--- src/design/tla_pkg.sv ---
package tla_pkg;

    localparam int CHAR_W = 8;    // received byte / line character
    localparam int LEN_W  = 6;    // line length and limit register

    localparam logic [CHAR_W-1:0] CH_CR = 8'd13;
    localparam logic [CHAR_W-1:0] CH_LF = 8'd10;

    localparam logic [LEN_W-1:0] LIMIT_RESET = 6'd63;

endpackage

--- src/design/tla_line_store.sv ---
module tla_line_store
    import tla_pkg::*;
#(
    parameter int LINE_STORE_BYTES = 64
)
(
    input  logic                                clk,
    input  logic                                wr_en,
    input  logic [$clog2(LINE_STORE_BYTES)-1:0] wr_addr,
    input  logic [CHAR_W-1:0]                   wr_data,
    input  logic                                rd_en,
    input  logic [$clog2(LINE_STORE_BYTES)-1:0] rd_addr,
    output logic [CHAR_W-1:0]                   rd_data
);

    localparam int DEPTH = LINE_STORE_BYTES - 1;

    logic [CHAR_W-1:0] mem [0:DEPTH-1];
    logic [CHAR_W-1:0] rd_data_reg;

    always_ff @(posedge clk)
    begin
        if (wr_en)
        begin
            mem[wr_addr] <= wr_data;
        end
    end

    always_ff @(posedge clk)
    begin
        if (rd_en)
        begin
            rd_data_reg <= mem[rd_addr];
        end
    end

    assign rd_data = rd_data_reg;

endmodule

--- src/design/tla_ctrl.sv ---
module tla_ctrl
    import tla_pkg::*;
#(
    parameter int LINE_STORE_BYTES = 64
)
(
    input  logic                                clk,
    input  logic                                rst_n,
    // config
    input  logic                                cfg_valid,
    input  logic [LEN_W-1:0]                    cfg_data,
    // input beats
    input  logic                                s_tvalid,
    output logic                                s_tready,
    input  logic [CHAR_W-1:0]                   s_tdata,
    // output beats
    output logic                                m_tvalid,
    input  logic                                m_tready,
    output logic [CHAR_W-1:0]                   m_char,
    output logic [LEN_W-1:0]                    m_len,
    output logic                                m_tlast,
    // line store
    output logic                                wr_en,
    output logic [$clog2(LINE_STORE_BYTES)-1:0] wr_addr,
    output logic [CHAR_W-1:0]                   wr_data,
    output logic                                rd_en,
    output logic [$clog2(LINE_STORE_BYTES)-1:0] rd_addr,
    input  logic [CHAR_W-1:0]                   rd_data
);

    localparam int FILL_W   = $clog2(LINE_STORE_BYTES);
    localparam int CAPACITY = LINE_STORE_BYTES - 1;
    localparam int CMP_W    = (FILL_W > LEN_W) ? FILL_W : LEN_W;

    typedef enum logic {ST_IDLE, ST_READ} state_t;

    state_t              state_reg,       state_next;
    logic [FILL_W-1:0]   fill_reg,        fill_next;
    logic                ovf_reg,         ovf_next;
    logic [LEN_W-1:0]    limit_reg,       limit_next;
    logic [LEN_W-1:0]    lim_reg,         lim_next;
    logic [FILL_W-1:0]   rd_idx_reg,      rd_idx_next;
    logic                rd_pend_reg,     rd_pend_next;
    logic                rd_last_reg,     rd_last_next;
    logic                m_valid_reg,     m_valid_next;
    logic [CHAR_W-1:0]   m_char_reg,      m_char_next;
    logic [LEN_W-1:0]    m_len_reg,       m_len_next;
    logic                m_last_reg,      m_last_next;

    logic                s_acc;
    logic [CMP_W-1:0]    fill_ext;
    logic [CMP_W-1:0]    limit_ext;
    logic [CMP_W-1:0]    lim_calc;
    logic [CMP_W-1:0]    idx_inc;
    logic                rd_is_last;

    assign s_tready  = (state_reg == ST_IDLE);
    assign s_acc     = s_tvalid && s_tready;

    assign fill_ext  = CMP_W'(fill_reg);
    assign limit_ext = CMP_W'(limit_reg);
    assign lim_calc  = (fill_ext < limit_ext) ? fill_ext : limit_ext;

    assign idx_inc    = CMP_W'(rd_idx_reg) + CMP_W'(1);
    assign rd_is_last = (idx_inc == CMP_W'(lim_reg));

    assign wr_addr = fill_reg;
    assign wr_data = s_tdata;
    assign rd_addr = rd_idx_reg;

    always_comb
    begin
        state_next   = state_reg;
        fill_next    = fill_reg;
        ovf_next     = ovf_reg;
        limit_next   = limit_reg;
        lim_next     = lim_reg;
        rd_idx_next  = rd_idx_reg;
        rd_pend_next = 1'b0;
        rd_last_next = rd_last_reg;
        m_valid_next = m_valid_reg;
        m_char_next  = m_char_reg;
        m_len_next   = m_len_reg;
        m_last_next  = m_last_reg;
        wr_en        = 1'b0;
        rd_en        = 1'b0;

        if (cfg_valid)
        begin
            limit_next = cfg_data;
        end

        if (s_acc)
        begin
            priority if (s_tdata == CH_CR)
            begin
                // dropped whenever accepted, never stored
            end
            else if (s_tdata == CH_LF)
            begin
                fill_next = '0;
                if (ovf_reg)
                begin
                    ovf_next = 1'b0;
                end
                else if (lim_calc != '0)
                begin
                    lim_next    = LEN_W'(lim_calc);
                    rd_idx_next = '0;
                    state_next  = ST_READ;
                end
            end
            else if (fill_reg >= FILL_W'(CAPACITY))
            begin
                ovf_next = 1'b1;
            end
            else
            begin
                wr_en     = 1'b1;
                fill_next = fill_reg + FILL_W'(1);
            end
        end

        // output register: drain, then refill from the landing read
        if (m_valid_reg && m_tready)
        begin
            m_valid_next = 1'b0;
        end
        if (rd_pend_reg)
        begin
            m_valid_next = 1'b1;
            m_char_next  = rd_data;
            m_len_next   = lim_reg;
            m_last_next  = rd_last_reg;
        end

        // issue a read only if its data will find the output register free
        if (state_reg == ST_READ && !rd_pend_reg && (!m_valid_reg || m_tready))
        begin
            rd_en        = 1'b1;
            rd_pend_next = 1'b1;
            rd_last_next = rd_is_last;
            rd_idx_next  = rd_idx_reg + FILL_W'(1);
            if (rd_is_last)
            begin
                state_next = ST_IDLE;
            end
        end
    end

    always_ff @(posedge clk or negedge rst_n)
    begin
        if (!rst_n)
        begin
            state_reg   <= ST_IDLE;
            fill_reg    <= '0;
            ovf_reg     <= 1'b0;
            limit_reg   <= LIMIT_RESET;
            lim_reg     <= '0;
            rd_idx_reg  <= '0;
            rd_pend_reg <= 1'b0;
            rd_last_reg <= 1'b0;
            m_valid_reg <= 1'b0;
            m_char_reg  <= '0;
            m_len_reg   <= '0;
            m_last_reg  <= 1'b0;
        end
        else
        begin
            state_reg   <= state_next;
            fill_reg    <= fill_next;
            ovf_reg     <= ovf_next;
            limit_reg   <= limit_next;
            lim_reg     <= lim_next;
            rd_idx_reg  <= rd_idx_next;
            rd_pend_reg <= rd_pend_next;
            rd_last_reg <= rd_last_next;
            m_valid_reg <= m_valid_next;
            m_char_reg  <= m_char_next;
            m_len_reg   <= m_len_next;
            m_last_reg  <= m_last_next;
        end
    end

    assign m_tvalid = m_valid_reg;
    assign m_char   = m_char_reg;
    assign m_len    = m_len_reg;
    assign m_tlast  = m_last_reg;

    a_land_into_free_slot : assert property (@(posedge clk) disable iff (!rst_n)
        rd_pend_reg |-> !m_valid_reg)
        else $error("read data landed on an occupied output register");

    a_no_rw_overlap : assert property (@(posedge clk) disable iff (!rst_n)
        !(wr_en && rd_en))
        else $error("store written and read in the same cycle");

    a_fill_bound : assert property (@(posedge clk) disable iff (!rst_n)
        CMP_W'(fill_reg) <= CMP_W'(CAPACITY))
        else $error("fill count beyond store capacity");

    a_read_in_range : assert property (@(posedge clk) disable iff (!rst_n)
        (state_reg == ST_READ) |-> (CMP_W'(rd_idx_reg) < CMP_W'(lim_reg)))
        else $error("readout index past line length");

    a_last_ends_run : assert property (@(posedge clk) disable iff (!rst_n)
        (rd_en && rd_is_last) |=> (state_reg == ST_IDLE))
        else $error("readout did not stop after last character");

endmodule

--- src/design/text_line_assembler_unit.sv ---
// Text line assembler.
// s_* channel: one received byte per beat. Carriage return is dropped,
//   newline closes the line, any other byte is appended to the line store.
//   A byte that arrives with the store full sets an overflow mark; the line
//   is then thrown away silently at its newline.
// m_* channel: one beat per delivered character, in arrival order, with the
//   run length (truncated to the limit register) on every beat and tlast on
//   the final one. Empty and overflowed lines give no beats.
// cfg_* channel: writes the 6-bit per-line character limit (reset 63),
//   always ready; write it only while the block is idle.
// Throughput: a stored byte is taken every cycle. After a newline the
//   block stops taking bytes while it reads the line back: one store read
//   per character, each read issued only when the output register will be
//   free and no earlier read is still pending, so the readout cannot issue
//   a new store read before the previous one has landed.
// The output register lets the last character wait while new bytes come in.
// Reset clears fill count and overflow mark and sets the limit to 63; store
// contents are left as they are and only entries written for the current
// line are read. A receiver stall holds the output beat and pauses the readout.
module text_line_assembler_unit
    import tla_pkg::*;
#(
    parameter int LINE_STORE_BYTES = 64
)
(
    input  logic                      clk,
    input  logic                      rst_n,
    input  logic                      cfg_valid,
    output logic                      cfg_ready,
    input  logic [LEN_W-1:0]          cfg_data,   // max_out_chars
    input  logic                      s_tvalid,
    output logic                      s_tready,
    input  logic [CHAR_W-1:0]         s_tdata,    // [7:0] rx_byte
    output logic                      m_tvalid,
    input  logic                      m_tready,
    output logic [15:0]               m_tdata,    // [7:0] line_char, [13:8] line_length
    output logic                      m_tlast     // is_last
);

    localparam int ADDR_W = $clog2(LINE_STORE_BYTES);

    logic              wr_en;
    logic [ADDR_W-1:0] wr_addr;
    logic [CHAR_W-1:0] wr_data;
    logic              rd_en;
    logic [ADDR_W-1:0] rd_addr;
    logic [CHAR_W-1:0] rd_data;
    logic [CHAR_W-1:0] m_char;
    logic [LEN_W-1:0]  m_len;

    // limit register never blocks a write
    assign cfg_ready = 1'b1;

    tla_ctrl #(
        .LINE_STORE_BYTES (LINE_STORE_BYTES)
    ) u_ctrl (
        .clk       (clk),
        .rst_n     (rst_n),
        .cfg_valid (cfg_valid),
        .cfg_data  (cfg_data),
        .s_tvalid  (s_tvalid),
        .s_tready  (s_tready),
        .s_tdata   (s_tdata),
        .m_tvalid  (m_tvalid),
        .m_tready  (m_tready),
        .m_char    (m_char),
        .m_len     (m_len),
        .m_tlast   (m_tlast),
        .wr_en     (wr_en),
        .wr_addr   (wr_addr),
        .wr_data   (wr_data),
        .rd_en     (rd_en),
        .rd_addr   (rd_addr),
        .rd_data   (rd_data)
    );

    // line store: one write port (byte append), one registered read port
    tla_line_store #(
        .LINE_STORE_BYTES (LINE_STORE_BYTES)
    ) u_store (
        .clk     (clk),
        .wr_en   (wr_en),
        .wr_addr (wr_addr),
        .wr_data (wr_data),
        .rd_en   (rd_en),
        .rd_addr (rd_addr),
        .rd_data (rd_data)
    );

    assign m_tdata = {2'b00, m_len, m_char};

endmodule

--- config.mk ---
export PLATFORM = sky130hd
export DESIGN_NAME = text_line_assembler_unit
export DESIGN_NICKNAME = d
export VERILOG_FILES = /design/src/design/tla_pkg.sv /design/src/design/tla_line_store.sv /design/src/design/tla_ctrl.sv /design/src/design/text_line_assembler_unit.sv
export SDC_FILE = /design/constraint.sdc
export NUM_CORES = 1
export LEC_CHECK = 0
export BUFFER_PORTS_ARGS = -buffer_cell sky130_fd_sc_hd__buf_4
export CORE_MARGIN = 4
export CORE_UTILIZATION = 58
export CTS_BUF_LIST = sky130_fd_sc_hd__clkbuf_8
export CTS_CLUSTER_SIZE = 10
export DETAILED_ROUTE_END_ITERATION = 8
export GPL_ROUTABILITY_DRIVEN = 0
export PLACE_DENSITY = 0.82
export SLEW_MARGIN = 5
export SYNTH_ARGS = -nofsm -noshare
export SYNTH_HDL_FRONTEND = slang
export SYNTH_SLANG_ARGS = --single-unit
--- constraint.sdc ---
create_clock -name clk -period 3.1 [get_ports clk]
set_clock_uncertainty 0.2 [all_clocks]
set_input_delay 0.155 -clock clk [delete_from_list [all_inputs] [get_ports clk]]
set_output_delay 0.155 -clock clk [all_outputs]
set_load 0.005 [all_outputs]
Yosys cells after proc, flatten, opt, wreduce, memory -nomap -nowiden:

Memories as Yosys holds them, arrays and structs flattened. A register that Yosys moved wholly into a read port is not among the register bits.
Cells that the tools add are included.

* bits of input ports: 19
* memory bits (writable): 504
* memories kept: 1
* register bits: 44
* bits in read-only memories: 0
* output and inout bits: 20
* latch bits: 0
* logic and storage cells: 70

* eq/ne operators: 6
* divide/modulo/power cells: 0
* reduce and logical (&&, ||, !) cells: 17
* add/sub/neg operators: 2
* bitwise logic cells: 3
* mux-type cells: 27
* multipliers: 0
* magnitude comparators: 2
* shifts and indexed selects: 0

Memories
* u_store.mem: depth 63, width 8, rd ports 1, clocked after Yosys merged registers in 1, write ports 1, RTL line tla_line_store.sv:18 `logic [CHAR_W-1:0] mem [0:DEPTH-1];`

Operators by type and width (number)
* $mux 6: 9
* $mux 1: 18
* $eq 8x4->1 const B: 2
* $add 6x1->6 const B: 2
* $reduce_and 5->1: 2
* $reduce_bool 2->1: 5
* $eq 6x6->1: 1
* $ge 6x6->1 const B: 1
* $lt 6x6->1: 1
* $reduce_and 3->1: 2
* $reduce_bool 6->1: 1
* $logic_and 1x1->1: 4
* $ne 2x2->1 const B: 2
* $not 1->1: 3
* $logic_not 1->1: 2
* $ne 2x1->1 const B: 1
* $logic_or 1x1->1: 1

Logic depth before layout (Yosys ltp):

* word-level depth: 10
* depth in mapped cells: 10
* mapped depth without buffers: 8

Hierarchy:

Synthesis repeated with hierarchy kept, for this count alone.

* cell total of the unflattened synthesis: 1164
* area total of the unflattened synthesis: 22161.3 sq um

By module, submodules not included
* tla_line_store: sequential area each 15374.7 sq um, cells each 949, instances 1, area each 19886.6 sq um
* tla_ctrl: sequential area each 1108.6 sq um, cells each 210, instances 1, area each 2244.7 sq um
* text_line_assembler_unit: sequential area each 0.0 sq um, cells each 5, instances 1, area each 30.0 sq um

Worst setup path before layout:

No wires, ideal clock.

* path kind: register to register
* start point: register u_ctrl.limit_reg[3], in the netlist u_ctrl.limit_ext[3]
* end point: register u_ctrl.lim_reg[1]
* path buffers: 0
* setup slack: 506 ps
* stages on the path, launching flop included: 9
* arrival time: 2269 ps
* setup time: 125 ps
* data required time: 2775 ps
* period minus slack after synthesis: 2594 ps
* cell sequence: dfstp_2 > inv_1 > ha_1 > a21oi_1 > a2bb2oi_1 > o211ai_2 > mux2_2 > nor2_4 > mux2_2

* longest elaborated chain between the ends: 4

RTL lines
* from (decl): RTL line tla_ctrl.sv:40 `logic [LEN_W-1:0] limit_reg, limit_next;`
* from (signal assigned): RTL line tla_ctrl.sv:173 `limit_reg <= limit_next;`
* $lt 6x6->1: RTL line tla_ctrl.sv:62 `assign lim_calc = (fill_ext < limit_ext) ? fill_ext : limit_ext;`
* $mux 6 (*): RTL line tla_ctrl.sv:62
* $reduce_bool 6->1: RTL line tla_ctrl.sv:106 `else if (lim_calc != '0)`
* $reduce_and 5->1 (no line)
* to (signal assigned): RTL line tla_ctrl.sv:174 `lim_reg <= lim_next;`
* to (decl): RTL line tla_ctrl.sv:41 `logic [LEN_W-1:0] lim_reg, lim_next;`

Every way passes the cells marked *; elsewhere a longest branch is shown, timed or not.
A chain may end at the register's enable or synchronous reset.

Final worst setup path:

* start point: register u_ctrl.fill_reg[0], in the netlist u_ctrl.wr_addr[0]
* end point: memory u_store.mem[59][1] (enable)

* longest elaborated chain between the ends: 7

RTL lines
* from (decl): RTL line tla_ctrl.sv:38 `logic [FILL_W-1:0] fill_reg, fill_next;`
* from (signal assigned): RTL line tla_ctrl.sv:171 `fill_reg <= fill_next;`
* $ge 6x6->1: RTL line tla_ctrl.sv:113 `else if (fill_reg >= FILL_W'(CAPACITY))`
* $mux 1: RTL line tla_ctrl.sv:113
* $mux 1: RTL line tla_ctrl.sv:99 `else if (s_tdata == CH_LF)`
* $mux 1: RTL line tla_ctrl.sv:95 `priority if (s_tdata == CH_CR)`
* $mux 1: RTL line tla_ctrl.sv:93 `if (s_acc)`
* $mux 1: RTL line tla_line_store.sv:23 `if (wr_en)`
* $mux 1 (not written as such): RTL line tla_line_store.sv:25 `mem[wr_addr] <= wr_data;`
* to (decl): RTL line tla_line_store.sv:18

Parallel ways exist; a longest one is shown, timed or not.

==> impl_metrics.yaml <==
synthesis:
  yosys.area.top_type: "edfxtp_1"
  synth_cell_types: 58
  synth_area_sq_um: 22100
  synthCells: 1156
  syn_area_per_cell_sq_um: 19.1
  yosysWarnings: 0
  synth_edf_count: 512
  synth-main-ff-cell: "edfxtp_1"
  synth-seq-cells: 556
  synth_area_leaders: "edfxtp_1 70%, mux4_2 12%, dfrtp_1 4.3%, nor2_1 1.6%, mux2_2 1.2%"
  synth_top_area_share: 0.695
  ys_seq_area_frac: 0.746
  async_flop_share: 0.0791
grt:
  grt_max_degree: 67
  grt_pass1_wl_mm: 78.5
  grt_overflow: 0
  grt_pass1_vias: 12400
  antenna_found_initial: 0
  track_usage: 0.256
pwr:
  p_leak_nw: 8.27
  ir_drop_uv: 477
  power_frac_seq: 0.440
  p_comb_frac: 0.285
  p_clk_frac: 0.274
  p_int_mw: 13.9
  p_sw_frac: 0.312
  power-per-cell-area_nw_per_um2: 806
  power.switching_mw: 6.31
job:
  max-cap-violations: 0
routing:
  drt-total-wl_mm: 51.7
  ant_nets: 0
  drtIter0Drc: 1899
  via_count: 12200
  first_pass_iters: 6
  wl_per_cell_um: 27.5
  drc: 0
  routed_via_density: 6.48
final_layout:
  antennaDiodeCount: 0
  finalNetCount: 1332
  area_delta_synth_final_pct: 13.5
  seqCellArea_sq_um: 16500
  fin_util: 0.666
  mostFrequentLayoutCell: "edfxtp_1"
  final_cell_mix: "512 x edfxtp_1, 118 x mux4_2, 94 x buf_4, 88 x clkbuf_8, 67 x nor2_1"
  fillers: 2353
  multi_input_area_sq_um: 5290
  drive_above_1_share: 0.283
  largest_reg_flops: 504
  design_area_sq_um: 25100
placement:
  place_hpwl_mm: 31.9
  numPortBuffers: 35
  place_area_sq_um: 23200
setup_path:
  r2r_start: "u_ctrl.wr_addr[0]$_DFFE_PN0P_"
  worstPathRequired_ps: 3150
  startpoint_type: "flop"
  slowest_delay_ps: 660
  reg2reg_depth: 6
  crit_path_top_delay_cell: "nor2_1"
  path_class: "flop to flop"
  endpoint_kind: "flop"
  cp_cell_sequence: "ha_1, and3_1, nor2b_1, nor3_1, nand4_1, nor2_1"
  critPathMaxFanout: 8
  reg2reg_slack_ps: -80
  cp_num_buf_inv: 0
  worstSetupStartpoint: "u_ctrl.wr_addr[0]$_DFFE_PN0P_"
  r2r_end: "u_store.mem[59][1]$_DFFE_PP_"
  cpLargestDelayFamily: "simple AND/OR/NAND/NOR gates"
  crit_arrival_ps: 3230
clocking:
  cts_tree: "done"
  cts_setup_buffers: 0
  path_clk_slew_ps: 70
  cts-root-buf: "clkbuf_8"
  ctsLongestPathBuffers: 3
  htreeDepth: 3
  cts_sinks: 556
  numCtsBuffers: 84
  clk_latency_ps: 630
timing:
  setup_viol: 32
  timing.final.crit_share: 1.02
  period_needed_ps: 3180
  tns_ps: -1400
  fin_ws_ps: -76.6
  fmax_mhz: 315
  tightest_slew_ps: 961
  max-slew-margin-rel: 0.359
  hold_viol: 0
  timing.hold.ws_ps: 38.4
  report.final.slew_viol_count: 0
  rsz0062_at_grt: "yes"
hold_path:
  hold_start: "s_tdata[2]"
  whs_endpoint: "u_store.mem[46][2]$_DFFE_PP_"
  hold_path_depth: 2
  worstHoldPathType: "input port to flop"
run_status:
  outcome: "finished, violations left"
  violations: "negative setup slack"
floorplanning:
  die_h_um: 203
  start_util: 0.587
  num_io_pins: 39
  die-area_sq_um: 41300
  die_w_um: 203
  rows: 71
  core_area_sq_um: 37700
-- stage by stage --
| stage | cells | total power [mW] | worst slack (ps) |
|---|---|---|---|
| floorplan | 1157 | 12.5 | 506 |
| global placement | 1706 | 14.5 | 122 |
| detailed placement | 1706 | 14.6 | 52.6 |
| CTS | 1880 | 20.1 | 23.1 |
| global route | 1880 | 21.0 | -185 |
| finish | 1880 | 20.2 | -76.6 |
-- worst max-delay path by stage --
stage	endpoint	slack, ps	cells past startpoint
5_1_grt	u_store.mem[61][7]$_DFFE_PP_	-190	6
6_report	u_store.mem[59][1]$_DFFE_PP_	-80	6
4_1_cts	u_store.mem[59][0]$_DFFE_PP_	20	6
3_5_place_dp	u_store.mem[57][3]$_DFFE_PP_	50	6
2_1_floorplan	u_ctrl.lim_reg[1]$_DFFE_PN0P_	510	8
3_3_place_gp	u_store.mem[57][3]$_DFFE_PP_	120	6
-- synth_stat cells, types with 7 or more instances --
| master | instances |
|---|---|
| nand2_1 | 45 |
| mux4_2 | 118 |
| mux2_2 | 24 |
| o211ai_1 | 10 |
| nor3_1 | 18 |
| nand3_1 | 13 |
| o21ai_1 | 8 |
| buf_4 | 8 |
| buf_6 | 10 |
| nor2_1 | 93 |
| dfrtp_1 | 38 |
| a21oi_1 | 19 |
| clkbuf_1 | 22 |
| nor2b_1 | 10 |
| mux2i_1 | 25 |
| xnor2_1 | 10 |
| o21ai_0 | 34 |
| buf_2 | 17 |
| inv_1 | 11 |
| edfxtp_1 | 512 |
| ha_1 | 7 |
| a22oi_1 | 14 |
-- area by class of cell --
class / instances / area share
sequential: 556 / 0.657
multi-input combinational: 525 / 0.211
clock buffer: 88 / 0.0483
timing repair buffer: 126 / 0.0441
tap: 511 / 0.0255
clock inverter: 61 / 0.0126
inverter: 13 / 0.00194
-- cell families (layout without fill, tap and decap cells) --
logic type	count (synthesis)	count (layout)	share of synthesized area
DFF	556	556	0.746
and+or+nand+nor	216	216	0.0454
muxes	171	171	0.148
AOI/OAI and AO/OA	116	116	0.0334
buffers and inverters	76	288	0.0186
xor gates and xnor gates	12	12	0.00475
adders and majority gates	7	7	0.00396
other	2	3	0.000340
-- power groups by stage --
stage                     clock (mW)  combinational, mW  sequential, mW
after floorplan                    0               3.66            8.85
after global placement             0               5.46            9.02
after detailed placement           0               5.56            9.04
after CTS                       5.60               5.63            8.88
after global routing            6.01               6.06            8.92
final                           5.55               5.76            8.90
-- per-layer routing --
metal | track usage | vias up | routed length, um
li1 | - | 4978 | -
met1 | 0.369 | 6104 | 19400
met2 | 0.380 | 925 | 23700
met3 | 0.0700 | 171 | 6390
met4 | 0.100 | 0 | 2270
met5 | 0 | - | 0
-- repair_timing --
item                                    CTS  global route
endpoints found under the hold margin   181             0
resized for setup                         1            26
endpoints found under the setup margin    4           202
hold buffers                             25             0
No activity file was read; power rests on OpenSTA's default activity.
